--- config.mk ---
export PLATFORM = sky130hd
export DESIGN_NAME = four_sensor_ultrasonic_ranging_sequencer
export DESIGN_NICKNAME = d
export VERILOG_FILES = /design/src/hw/rtl/usrs_pkg.sv /design/src/hw/rtl/usrs_dist.sv /design/src/hw/rtl/usrs_seq.sv /design/src/hw/rtl/four_sensor_ultrasonic_ranging_sequencer.sv
export SDC_FILE = /design/constraint.sdc
export NUM_CORES = 1
export LEC_CHECK = 0
export BUFFER_PORTS_ARGS = -buffer_cell sky130_fd_sc_hd__buf_2
export CELL_PAD_IN_SITES_DETAIL_PLACEMENT = 0
export CELL_PAD_IN_SITES_GLOBAL_PLACEMENT = 1
export CORE_ASPECT_RATIO = 2
export CORE_MARGIN = 2
export CORE_UTILIZATION = 45
export CTS_CLUSTER_SIZE = 24
export DETAILED_ROUTE_END_ITERATION = 16
export PLACE_DENSITY = 0.82
export SYNTH_ARGS = -nofsm -noshare
export SYNTH_HDL_FRONTEND = slang
export SYNTH_SLANG_ARGS = --single-unit
--- constraint.sdc ---
create_clock -name clk -period 10.3 [get_ports clk]
set_input_delay 1.545 -clock clk [delete_from_list [all_inputs] [get_ports clk]]
set_output_delay 1.545 -clock clk [all_outputs]
set_load 0.005 [all_outputs]
--- src/hw/rtl/usrs_pkg.sv ---
// Package for the ultrasonic ranging sequencer: widths, reset values,
// sensor, command and register codes, and the result struct.
// No dependencies.
`default_nettype none

package usrs_pkg;

  localparam int COUNT_WIDTH = 16;
  localparam int SCALE_W     = 16;
  localparam int DIST_W      = 18;
  localparam int SENS_W      = 2;
  localparam int CFG_IDX_W   = 2;

  localparam logic [SCALE_W-1:0] SCALE_RESET  = SCALE_W'(557);
  localparam logic [DIST_W-1:0]  OFFSET_RESET = DIST_W'(10240);
  localparam logic [DIST_W-1:0]  MAXD_RESET   = DIST_W'(128000);
  localparam logic [DIST_W-1:0]  DIST_MAX     = {DIST_W{1'b1}};

  localparam logic [SENS_W-1:0] SENSOR_FRONT = 2'd0;
  localparam logic [SENS_W-1:0] SENSOR_BACK  = 2'd1;
  localparam logic [SENS_W-1:0] SENSOR_LEFT  = 2'd2;
  localparam logic [SENS_W-1:0] SENSOR_RIGHT = 2'd3;

  localparam logic CMD_TICK = 1'b0;
  localparam logic CMD_EDGE = 1'b1;

  localparam logic [CFG_IDX_W-1:0] REG_SCALE  = 2'd0;
  localparam logic [CFG_IDX_W-1:0] REG_OFFSET = 2'd1;
  localparam logic [CFG_IDX_W-1:0] REG_MAXD   = 2'd2;

  typedef struct packed {
    logic              trigger_valid;
    logic [SENS_W-1:0] trigger_sensor;
    logic              dist_valid;
    logic [SENS_W-1:0] dist_sensor;
    logic [DIST_W-1:0] distance;
    logic              timed_out;
  } res_t;

endpackage

`default_nettype wire

--- src/hw/rtl/usrs_dist.sv ---
// Distance arithmetic: wrapped count difference, scaling, offset and
// saturation. Depends on usrs_pkg.
`default_nettype none

module usrs_dist (
  input  wire logic [usrs_pkg::COUNT_WIDTH-1:0] now,
  input  wire logic [usrs_pkg::COUNT_WIDTH-1:0] start_count,
  input  wire logic [usrs_pkg::SCALE_W-1:0]     scale,
  input  wire logic [usrs_pkg::DIST_W-1:0]      offset,
  output logic      [usrs_pkg::DIST_W-1:0]      distance
);

  localparam int PROD_W = usrs_pkg::COUNT_WIDTH + usrs_pkg::SCALE_W;
  localparam int RAW_W  = PROD_W - 8;
  localparam int EXT_W  = (RAW_W > usrs_pkg::DIST_W) ? RAW_W : usrs_pkg::DIST_W + 1;

  logic [usrs_pkg::COUNT_WIDTH-1:0] diff;
  logic [PROD_W-1:0]                prod;
  logic [EXT_W-1:0]                 raw_ext;
  logic [EXT_W-1:0]                 off_ext;
  logic [EXT_W-1:0]                 net;

  always_comb begin
    diff    = now - start_count;
    prod    = PROD_W'(diff) * PROD_W'(scale);
    raw_ext = EXT_W'(prod[PROD_W-1:8]);
    off_ext = EXT_W'(offset);
    // Offset at or above the raw value clamps to zero.
    net     = (raw_ext > off_ext) ? (raw_ext - off_ext) : '0;
    if (|net[EXT_W-1:usrs_pkg::DIST_W]) begin
      distance = usrs_pkg::DIST_MAX;
    end else begin
      distance = net[usrs_pkg::DIST_W-1:0];
    end
  end

endmodule

`default_nettype wire

--- src/hw/rtl/usrs_seq.sv ---
// Ten-phase ranging sequencer: phase and start count registers and the
// decision logic for one request. Depends on usrs_pkg.
`default_nettype none

module usrs_seq (
  input  wire logic                             clk,
  input  wire logic                             rst_n,
  input  wire logic                             advance,
  input  wire logic                             command,
  input  wire logic [usrs_pkg::SENS_W-1:0]      sensor,
  input  wire logic                             echo_level,
  input  wire logic [usrs_pkg::COUNT_WIDTH-1:0] timer_count,
  input  wire logic [usrs_pkg::DIST_W-1:0]      max_distance,
  input  wire logic [usrs_pkg::DIST_W-1:0]      measured,
  output logic      [usrs_pkg::COUNT_WIDTH-1:0] start_count,
  output usrs_pkg::res_t                        res
);

  typedef enum logic [3:0] {
    PH_IDLE   = 4'd0,
    PH_F_RISE = 4'd1,
    PH_F_FALL = 4'd2,
    PH_F_DONE = 4'd3,
    PH_B_RISE = 4'd4,
    PH_B_FALL = 4'd5,
    PH_B_DONE = 4'd6,
    PH_L_MEAS = 4'd7,
    PH_L_DONE = 4'd8,
    PH_R_MEAS = 4'd9
  } phase_t;

  phase_t                           phase_r, phase_nxt;
  logic [usrs_pkg::COUNT_WIDTH-1:0] start_r, start_nxt;

  assign start_count = start_r;

  always_ff @(posedge clk) begin
    if (!rst_n) begin
      phase_r <= PH_IDLE;
      start_r <= '0;
    end else if (advance) begin
      phase_r <= phase_nxt;
      start_r <= start_nxt;
    end
  end

  always_comb begin
    phase_nxt = phase_r;
    start_nxt = start_r;
    res       = '0;
    if (command == usrs_pkg::CMD_TICK) begin
      res.trigger_valid = 1'b1;
      case (phase_r)
        PH_F_RISE, PH_F_FALL: begin
          res.dist_valid     = 1'b1;
          res.dist_sensor    = usrs_pkg::SENSOR_FRONT;
          res.distance       = max_distance;
          res.timed_out      = 1'b1;
          res.trigger_sensor = usrs_pkg::SENSOR_BACK;
          phase_nxt          = PH_B_RISE;
        end
        PH_F_DONE: begin
          res.trigger_sensor = usrs_pkg::SENSOR_BACK;
          phase_nxt          = PH_B_RISE;
        end
        PH_B_RISE, PH_B_FALL: begin
          res.dist_valid     = 1'b1;
          res.dist_sensor    = usrs_pkg::SENSOR_BACK;
          res.distance       = max_distance;
          res.timed_out      = 1'b1;
          res.trigger_sensor = usrs_pkg::SENSOR_LEFT;
          start_nxt          = timer_count;
          phase_nxt          = PH_L_MEAS;
        end
        PH_B_DONE: begin
          res.trigger_sensor = usrs_pkg::SENSOR_LEFT;
          start_nxt          = timer_count;
          phase_nxt          = PH_L_MEAS;
        end
        PH_L_MEAS: begin
          res.dist_valid     = 1'b1;
          res.dist_sensor    = usrs_pkg::SENSOR_LEFT;
          res.distance       = max_distance;
          res.timed_out      = 1'b1;
          res.trigger_sensor = usrs_pkg::SENSOR_RIGHT;
          start_nxt          = timer_count;
          phase_nxt          = PH_R_MEAS;
        end
        PH_L_DONE: begin
          res.trigger_sensor = usrs_pkg::SENSOR_RIGHT;
          start_nxt          = timer_count;
          phase_nxt          = PH_R_MEAS;
        end
        PH_R_MEAS: begin
          res.dist_valid     = 1'b1;
          res.dist_sensor    = usrs_pkg::SENSOR_RIGHT;
          res.distance       = max_distance;
          res.timed_out      = 1'b1;
          res.trigger_sensor = usrs_pkg::SENSOR_FRONT;
          phase_nxt          = PH_F_RISE;
        end
        default: begin
          res.trigger_sensor = usrs_pkg::SENSOR_FRONT;
          phase_nxt          = PH_F_RISE;
        end
      endcase
    end else begin
      // Edges that the current phase does not wait for leave the state alone.
      case (sensor)
        usrs_pkg::SENSOR_FRONT: begin
          if (phase_r == PH_F_RISE && echo_level) begin
            start_nxt = timer_count;
            phase_nxt = PH_F_FALL;
          end else if (phase_r == PH_F_FALL && !echo_level) begin
            res.dist_valid  = 1'b1;
            res.dist_sensor = usrs_pkg::SENSOR_FRONT;
            res.distance    = measured;
            phase_nxt       = PH_F_DONE;
          end
        end
        usrs_pkg::SENSOR_BACK: begin
          if (phase_r == PH_B_RISE && echo_level) begin
            start_nxt = timer_count;
            phase_nxt = PH_B_FALL;
          end else if (phase_r == PH_B_FALL && !echo_level) begin
            res.dist_valid  = 1'b1;
            res.dist_sensor = usrs_pkg::SENSOR_BACK;
            res.distance    = measured;
            phase_nxt       = PH_B_DONE;
          end
        end
        usrs_pkg::SENSOR_LEFT: begin
          if (phase_r == PH_L_MEAS) begin
            res.dist_valid  = 1'b1;
            res.dist_sensor = usrs_pkg::SENSOR_LEFT;
            res.distance    = measured;
            phase_nxt       = PH_L_DONE;
          end
        end
        default: begin
          if (phase_r == PH_R_MEAS) begin
            res.dist_valid  = 1'b1;
            res.dist_sensor = usrs_pkg::SENSOR_RIGHT;
            res.distance    = measured;
            phase_nxt       = PH_IDLE;
          end
        end
      endcase
    end
  end

endmodule

`default_nettype wire

--- src/hw/rtl/four_sensor_ultrasonic_ranging_sequencer.sv ---
// Top level of the four-sensor ultrasonic ranging sequencer: request and
// result registers, configuration registers. Depends on usrs_pkg,
// usrs_dist and usrs_seq.
//
// Usage: each request on the in_ channel is either a periodic tick
// (in_command 0) or an echo pin edge (in_command 1) with the timer value
// sampled at that event. Every request yields exactly one result on the
// out_ channel, which may carry a trigger order, a distance, or nothing.
// A request is captured in an input register and processed when it moves
// into the result register through one 16x16 multiply, an offset subtract
// and a saturating compare; out_valid rises once it is in the result register.
// Throughput is one request per cycle while out_ready stays high.
// When the receiver stalls, the result register holds, the input register
// holds one more request, and in_ready falls until the result is taken.
// The cfg_ channel is always ready; writes take effect the next cycle and
// are meant to happen only while the block is idle. Indexes past the last
// register are ignored.
// Reset (synchronous, rst_n low) empties both registers, returns the
// sequencer to its idle phase with a zero start count and loads the
// configuration registers with their defaults.
`default_nettype none

module four_sensor_ultrasonic_ranging_sequencer (
  input  wire logic                             clk,
  input  wire logic                             rst_n,
  input  wire logic                             in_valid,
  output logic                                  in_ready,
  input  wire logic                             in_command,
  input  wire logic [usrs_pkg::SENS_W-1:0]      in_sensor,
  input  wire logic                             in_echo_level,
  input  wire logic [usrs_pkg::COUNT_WIDTH-1:0] in_timer_count,
  output logic                                  out_valid,
  input  wire logic                             out_ready,
  output logic                                  out_trigger_valid,
  output logic      [usrs_pkg::SENS_W-1:0]      out_trigger_sensor,
  output logic                                  out_dist_valid,
  output logic      [usrs_pkg::SENS_W-1:0]      out_dist_sensor,
  output logic      [usrs_pkg::DIST_W-1:0]      out_distance,
  output logic                                  out_timed_out,
  input  wire logic                             cfg_valid,
  output logic                                  cfg_ready,
  input  wire logic [usrs_pkg::CFG_IDX_W-1:0]   cfg_index,
  input  wire logic [usrs_pkg::DIST_W-1:0]      cfg_data
);

  logic [usrs_pkg::SCALE_W-1:0] scale_r;
  logic [usrs_pkg::DIST_W-1:0]  offset_r;
  logic [usrs_pkg::DIST_W-1:0]  maxd_r;

  logic                             s1_valid_r;
  logic                             s1_command_r;
  logic [usrs_pkg::SENS_W-1:0]      s1_sensor_r;
  logic                             s1_level_r;
  logic [usrs_pkg::COUNT_WIDTH-1:0] s1_count_r;

  logic           out_valid_r;
  usrs_pkg::res_t out_res_r;
  usrs_pkg::res_t res;

  logic                             advance;
  logic [usrs_pkg::COUNT_WIDTH-1:0] start_count;
  logic [usrs_pkg::DIST_W-1:0]      measured;

  assign cfg_ready = 1'b1;
  assign advance   = s1_valid_r && (!out_valid_r || out_ready);
  assign in_ready  = !s1_valid_r || advance;

  always_ff @(posedge clk) begin
    if (!rst_n) begin
      scale_r  <= usrs_pkg::SCALE_RESET;
      offset_r <= usrs_pkg::OFFSET_RESET;
      maxd_r   <= usrs_pkg::MAXD_RESET;
    end else if (cfg_valid) begin
      case (cfg_index)
        usrs_pkg::REG_SCALE:  scale_r  <= cfg_data[usrs_pkg::SCALE_W-1:0];
        usrs_pkg::REG_OFFSET: offset_r <= cfg_data;
        usrs_pkg::REG_MAXD:   maxd_r   <= cfg_data;
        default: ;
      endcase
    end
  end

  always_ff @(posedge clk) begin
    if (!rst_n) begin
      s1_valid_r  <= 1'b0;
      out_valid_r <= 1'b0;
    end else begin
      if (in_valid && in_ready) begin
        s1_valid_r <= 1'b1;
      end else if (advance) begin
        s1_valid_r <= 1'b0;
      end
      if (advance) begin
        out_valid_r <= 1'b1;
      end else if (out_ready) begin
        out_valid_r <= 1'b0;
      end
    end
  end

  always_ff @(posedge clk) begin
    if (in_valid && in_ready) begin
      s1_command_r <= in_command;
      s1_sensor_r  <= in_sensor;
      s1_level_r   <= in_echo_level;
      s1_count_r   <= in_timer_count;
    end
    if (advance) begin
      out_res_r <= res;
    end
  end

  usrs_dist u_dist (
    .now         (s1_count_r),
    .start_count (start_count),
    .scale       (scale_r),
    .offset      (offset_r),
    .distance    (measured)
  );

  usrs_seq u_seq (
    .clk          (clk),
    .rst_n        (rst_n),
    .advance      (advance),
    .command      (s1_command_r),
    .sensor       (s1_sensor_r),
    .echo_level   (s1_level_r),
    .timer_count  (s1_count_r),
    .max_distance (maxd_r),
    .measured     (measured),
    .start_count  (start_count),
    .res          (res)
  );

  assign out_valid          = out_valid_r;
  assign out_trigger_valid  = out_res_r.trigger_valid;
  assign out_trigger_sensor = out_res_r.trigger_sensor;
  assign out_dist_valid     = out_res_r.dist_valid;
  assign out_dist_sensor    = out_res_r.dist_sensor;
  assign out_distance       = out_res_r.distance;
  assign out_timed_out      = out_res_r.timed_out;

endmodule

`default_nettype wire

# Word level (Yosys, flattened, before mapping)
# Cells that the tools add are included.
# classes
n_addsub	2
mul	1
n_lt_le_gt_ge	1
n_eq_ne	20
mux	31
n_reduce_logical	28
# ops
cell	count
2-to-1 mux 21 bit	7
one-hot mux 22 bit (4 select lines)	1
2-to-1 mux 16 bit	4
one-hot mux 21 bit (3 select lines)	1
multiplier 16 x 16 -> 32 bit	1
one-hot mux 16 bit (2 select lines)	1
2-to-1 mux 4 bit	7
> comparator 24 x 18 -> 1 bit	1
2-to-1 mux 24 bit	1
one-hot mux 4 bit (3 select lines)	2
subtractor 24 x 18 -> 24 bit	1
2-to-1 mux 18 bit	1
== test 4 x 3 -> 1 bit, second input constant	4
subtractor 16 bit	1
AND reduction 5 bit	2
inequality test 3 x 2 -> 1 bit, second input constant	3
== test 4 x 2 -> 1 bit, second input constant	2
== test 4 bit, second input constant	2
inequality test 4 x 2 -> 1 bit, second input constant	2
logical AND 1 bit	6
one-hot mux 2 bit (3 select lines)	1
AND reduction 2 bit	3
nonzero test 2 bit	3
OR reduction 2 bit	3
other kinds (13)	23
# word_totals
reg_bits	119
in_bits	45
output_inout_bits	28
word_cells	100

# Longest topological paths before layout
# depth
word_depth	10
ltp_mapped	49
ltp_nobuf	46

# Cells and area by module
# From an unflattened synthesis, not the netlist that was laid out.
# unflattened
cells_unflattened	1749
area_unflattened_um2	15534.9
# modules_own_cells
mod	n_inst	cells_each	area_per_inst_um2	seq_area_each_um2
usrs_dist	1	1261	10262.3	0.0
four_sensor_ultrasonic_ranging_sequencer	1	263	3494.6	2432.3
usrs_seq	1	225	1778.0	400.4

# Worst setup path before layout
# Ideal clock, no wire load.
# synth_timing
path_type	register to register
startpoint	reg s1_count_r[0] (netlist bit)
endpoint	reg out_res_r (netlist bit out_distance[10]), data pin
setup_time_ps	261
arrival_time_ps	10336
t_required_ps	10039
setup_slack_ps	-297
stages_incl_launch_ff	48
n_path_buf	4
synth_period_minus_slack_ps	10597
cell_sequence	edfxtp_1 > inv_1 > ha_1 > inv_1 > fa_1 > a21o_1 > a21oi_1 > o21ai_0 > a21oi_1 > o21bai_1 > a21oi_1 > o211ai_1 > xor2_1 > clkbuf_1 > nand2_1 > fa_1 > fa_1 > inv_1 > (+12 left out) > or2_2 > a21o_1 > a21oi_1 > nor2b_1 > nor2_1 > xnor2_1 > ha_1 > and3_1 > nor2b_1 > nand4_1 > or3_1 > and2_1 > o41a_1 > buf_6 > o31a_1 > buf_6 > buf_6 > a221o_1
# synth_rtl
item	line_no	text
start: declaration	four_sensor_ultrasonic_ranging_sequencer.sv:54	logic [usrs_pkg::COUNT_WIDTH-1:0] s1_count_r;
start signal: assignment	four_sensor_ultrasonic_ranging_sequencer.sv:106	s1_count_r <= in_timer_count;
end signal: assignment	four_sensor_ultrasonic_ranging_sequencer.sv:109	out_res_r <= res;
end: declaration	four_sensor_ultrasonic_ranging_sequencer.sv:57	usrs_pkg::res_t out_res_r;

==> impl_metrics.py <==
metrics = {
    "hold_path": {
        "hold_class": "flop to flop",
        "whs_path_depth": 2,
        "worstHoldStart": "maxd_r[4]$_SDFFE_PN0P_",
    },
    "routing": {
        "vias_per_cell": 5.32,
        "first_pass_iters": 7,
        "routed_wl_um": 39000,
        "wl_per_cell_um": 17.7,
        "vias": 11700,
        "post-route-drc-count": 0,
        "first_iter_violations": 572,
        "ant_nets": 0,
    },
    "sta": {
        "tns_ns": 0,
        "slew_violations": 0,
        "max_slew_margin_pct": 27.3,
        "period_share_pct": 98.2,
        "max_freq_mhz": 98.8,
        "finalHoldViolCount": 0,
        "worst_pin_slew_ns": 1.09,
        "rsz0062_at_grt": "yes",
        "finalSetupViolations": 0,
        "fin_skew_ns": 0.0121,
        "postLayoutSetupSlackWorst_ns": 0.181,
        "final.min_clock_period_ns": 10.12,
    },
    "global_route": {
        "grt_pass1_vias": 12600,
        "grt_max_degree": 40,
        "antenna_found_initial": 0,
        "grt_usage_pct": 24.1,
        "overflow": 0,
        "grt_pass1_wl_um": 63200,
    },
    "place": {
        "dp_slack_ns": -0.0409,
        "gp_congestion": 0.941,
        "dpl.hpwl_um": 31400,
        "io_buffers": 71,
        "dpl-instance-area_mm2": 0.0156,
    },
    "synth": {
        "yosysTopAreaCellShare_pct": 26.9,
        "synth_top_area_cell": "fa_1",
        "avgSynthCellArea_um2": 8.77,
        "synthSimpleGateAreaFrac_pct": 18.3,
        "syn_inst": 1655,
        "yosys.cell_types.count": 69,
        "yosys-mux-area-fraction_pct": 1.10,
        "synth_flop_cell": "dfxtp_1",
        "yosysWarnings": 0,
        "ys_seq_elements": 119,
        "synth_top_family_by_area": "adder cells",
        "netlist_top_cells_area": "fa_1 (27%), ha_1 (12%), dfxtp_1 (10%)",
        "synthXorXnorAreaFrac_pct": 2.83,
        "synth_seq_area_share_pct": 19.5,
        "synth_edf_count": 45,
        "syn-num-nets": 2033,
        "synthesis.area_mm2": 0.0145,
        "async_reset_ff_share_pct": 0,
        "synth_compound_area_share_pct": 10.0,
        "synth_fa_ha_area_share_pct": 38.8,
    },
    "clocking": {
        "cts_root_buffer": "clkbuf_16",
        "clkLatencyLatePin_ns": 0.43,
        "cts_buffer_depth": 2,
        "htreeDepth": 4,
        "numCtsBuffers": 17,
        "cts_tree": "built",
        "clk_pin_slew_ns": 0.06,
        "numClockSinks": 119,
        "cts_hold_buf": 0,
    },
    "die": {
        "start_util_pct": 45.4,
        "ioPinCount": 73,
        "placeableCoreArea_mm2": 0.0320,
        "dieArea_mm2": 0.0338,
        "die_w_um": 131,
        "fp.dieH_um": 258,
        "rows": 93,
    },
    "critical_path": {
        "critPathBufInv": 6,
        "worstSetupPathType": "flop to flop",
        "start_kind": "flop",
        "crit_path_top_delay_cell": "fa_2",
        "worst_ep_required_time_ns": 10.48,
        "crit_path_max_incr_delay_ns": 0.56,
        "crit_family": "adder cells",
        "r2r_start": "s1_count_r[0]$_DFFE_PP_",
        "critPathArrivalTime_ns": 10.30,
        "worstRegToRegCells": 42,
        "crit_start": "s1_count_r[0]$_DFFE_PP_",
        "cp-end-kind": "flop",
        "path_depth": 42,
        "path_max_fanout": 5,
    },
    "cells_and_area": {
        "final_area_mm2": 0.0169,
        "n_antenna_cell": 0,
        "drive_gt1_share_pct": 15.9,
        "final_common_cell": "nand2_1",
        "syn_to_final_growth_pct": 16.2,
        "layout_common_cells": "nand2_1 (287), inv_1 (275), fa_1 (190), ha_1 (132), and2_1 (87)",
        "fin_nets": 2139,
    },
    "run": {
        "drv_cap": 0,
    },
    "status": {
        "status": "complete, no violations",
    },
}
-- area by class of cell --
cell class | count | area, µm²
clock buffer | 17 | 425
clock inverter | 15 | 154
fill | 2924 | 15100
inverter | 283 | 1060
multi-input combinational | 1183 | 10700
sequential | 119 | 2830
tap | 427 | 534
timing repair buffer | 157 | 1130
-- Yosys cell counts, types with 5 or more instances --
| cell | count |
|---|---|
| nand2_1 | 293 |
| inv_1 | 282 |
| fa_1 | 195 |
| ha_1 | 138 |
| and2_1 | 90 |
| a21oi_1 | 83 |
| dfxtp_1 | 74 |
| nor2_1 | 63 |
| clkbuf_1 | 60 |
| edfxtp_1 | 45 |
| xnor2_1 | 35 |
| o21ai_0 | 29 |
| nand3_1 | 24 |
| nor2b_1 | 21 |
| a221o_1 | 20 |
| nor3_1 | 17 |
| and3_1 | 16 |
| mux2i_1 | 16 |
| a21o_1 | 14 |
| xor2_1 | 12 |
| nand2b_1 | 8 |
| o21a_1 | 8 |
| a31oi_1 | 7 |
| nand4_1 | 7 |
| o211ai_1 | 7 |
| or3_1 | 7 |
| a211oi_1 | 6 |
| o21ai_1 | 5 |
| or2_2 | 5 |
-- stage by stage --
stage / hold slack (ns) / std cells / util [%]
floorplan: 0.436 / 1655 / -
global placement: 0.442 / 2137 / 48.7
detailed placement: 0.446 / 2137 / 48.7
CTS: 0.455 / 2173 / 50.6
global route: 0.472 / 2201 / 52.7
finish: 0.456 / 2201 / 52.7
-- layer usage --
metal,global-route usage (%),vias to the layer above,part of all wire [%]
met1,25.0,5823,35
met2,46.3,293,57
met4,12.2,0,5.5
li1,-,5486,-
met3,2.20,108,2.7
met5,0,-,0
-- worst paths after layout --
check / to / slack, ns
max: out_distance[2]$_DFFE_PP_ / 0.18
min: maxd_r[4]$_SDFFE_PN0P_ / 0.46
max reg2reg: out_distance[2]$_DFFE_PP_ / 0.18
min reg2reg: maxd_r[4]$_SDFFE_PN0P_ / 0.46
-- tightest hold or removal path, cell delays in order, from the launching register on --
cell and delay (ns):
dfxtp_1 0.31, nand2_1 0.05, a21oi_1 0.05
-- cells by family after synthesis --
| kind of cell | after synthesis |
|---|---|
| compound gates | 216 |
| buf+inv | 353 |
| flops | 119 |
| other cells | 1 |
| fa+ha+maj | 334 |
| xor+xnor | 47 |
| simple gates | 569 |
| mux | 16 |
-- registers in the layout, summed over array words and instances, names as in the netlist, 2 cells and up --
register            count
u_seq.phase_r           4
out_trigger_sensor      2
u_seq.start_count      16
s1_count_r             16
offset_r               18
out_dist_sensor         2
scale_r                16
maxd_r                 18
s1_sensor_r             2
out_distance           18
-- what timing repair did --
action | CTS | global route
endpoints found under the setup margin | 18 | 18
endpoints found under the hold margin | 0 | 0
pin swaps | 7 | 84
setup buffers | 4 | 26
resized for setup | 6 | 99
cloned | 0 | 3
Power is left out: the tool's default activity adds up to more than one toggle a clock period on the data nets, which glitch-free logic cannot reach.
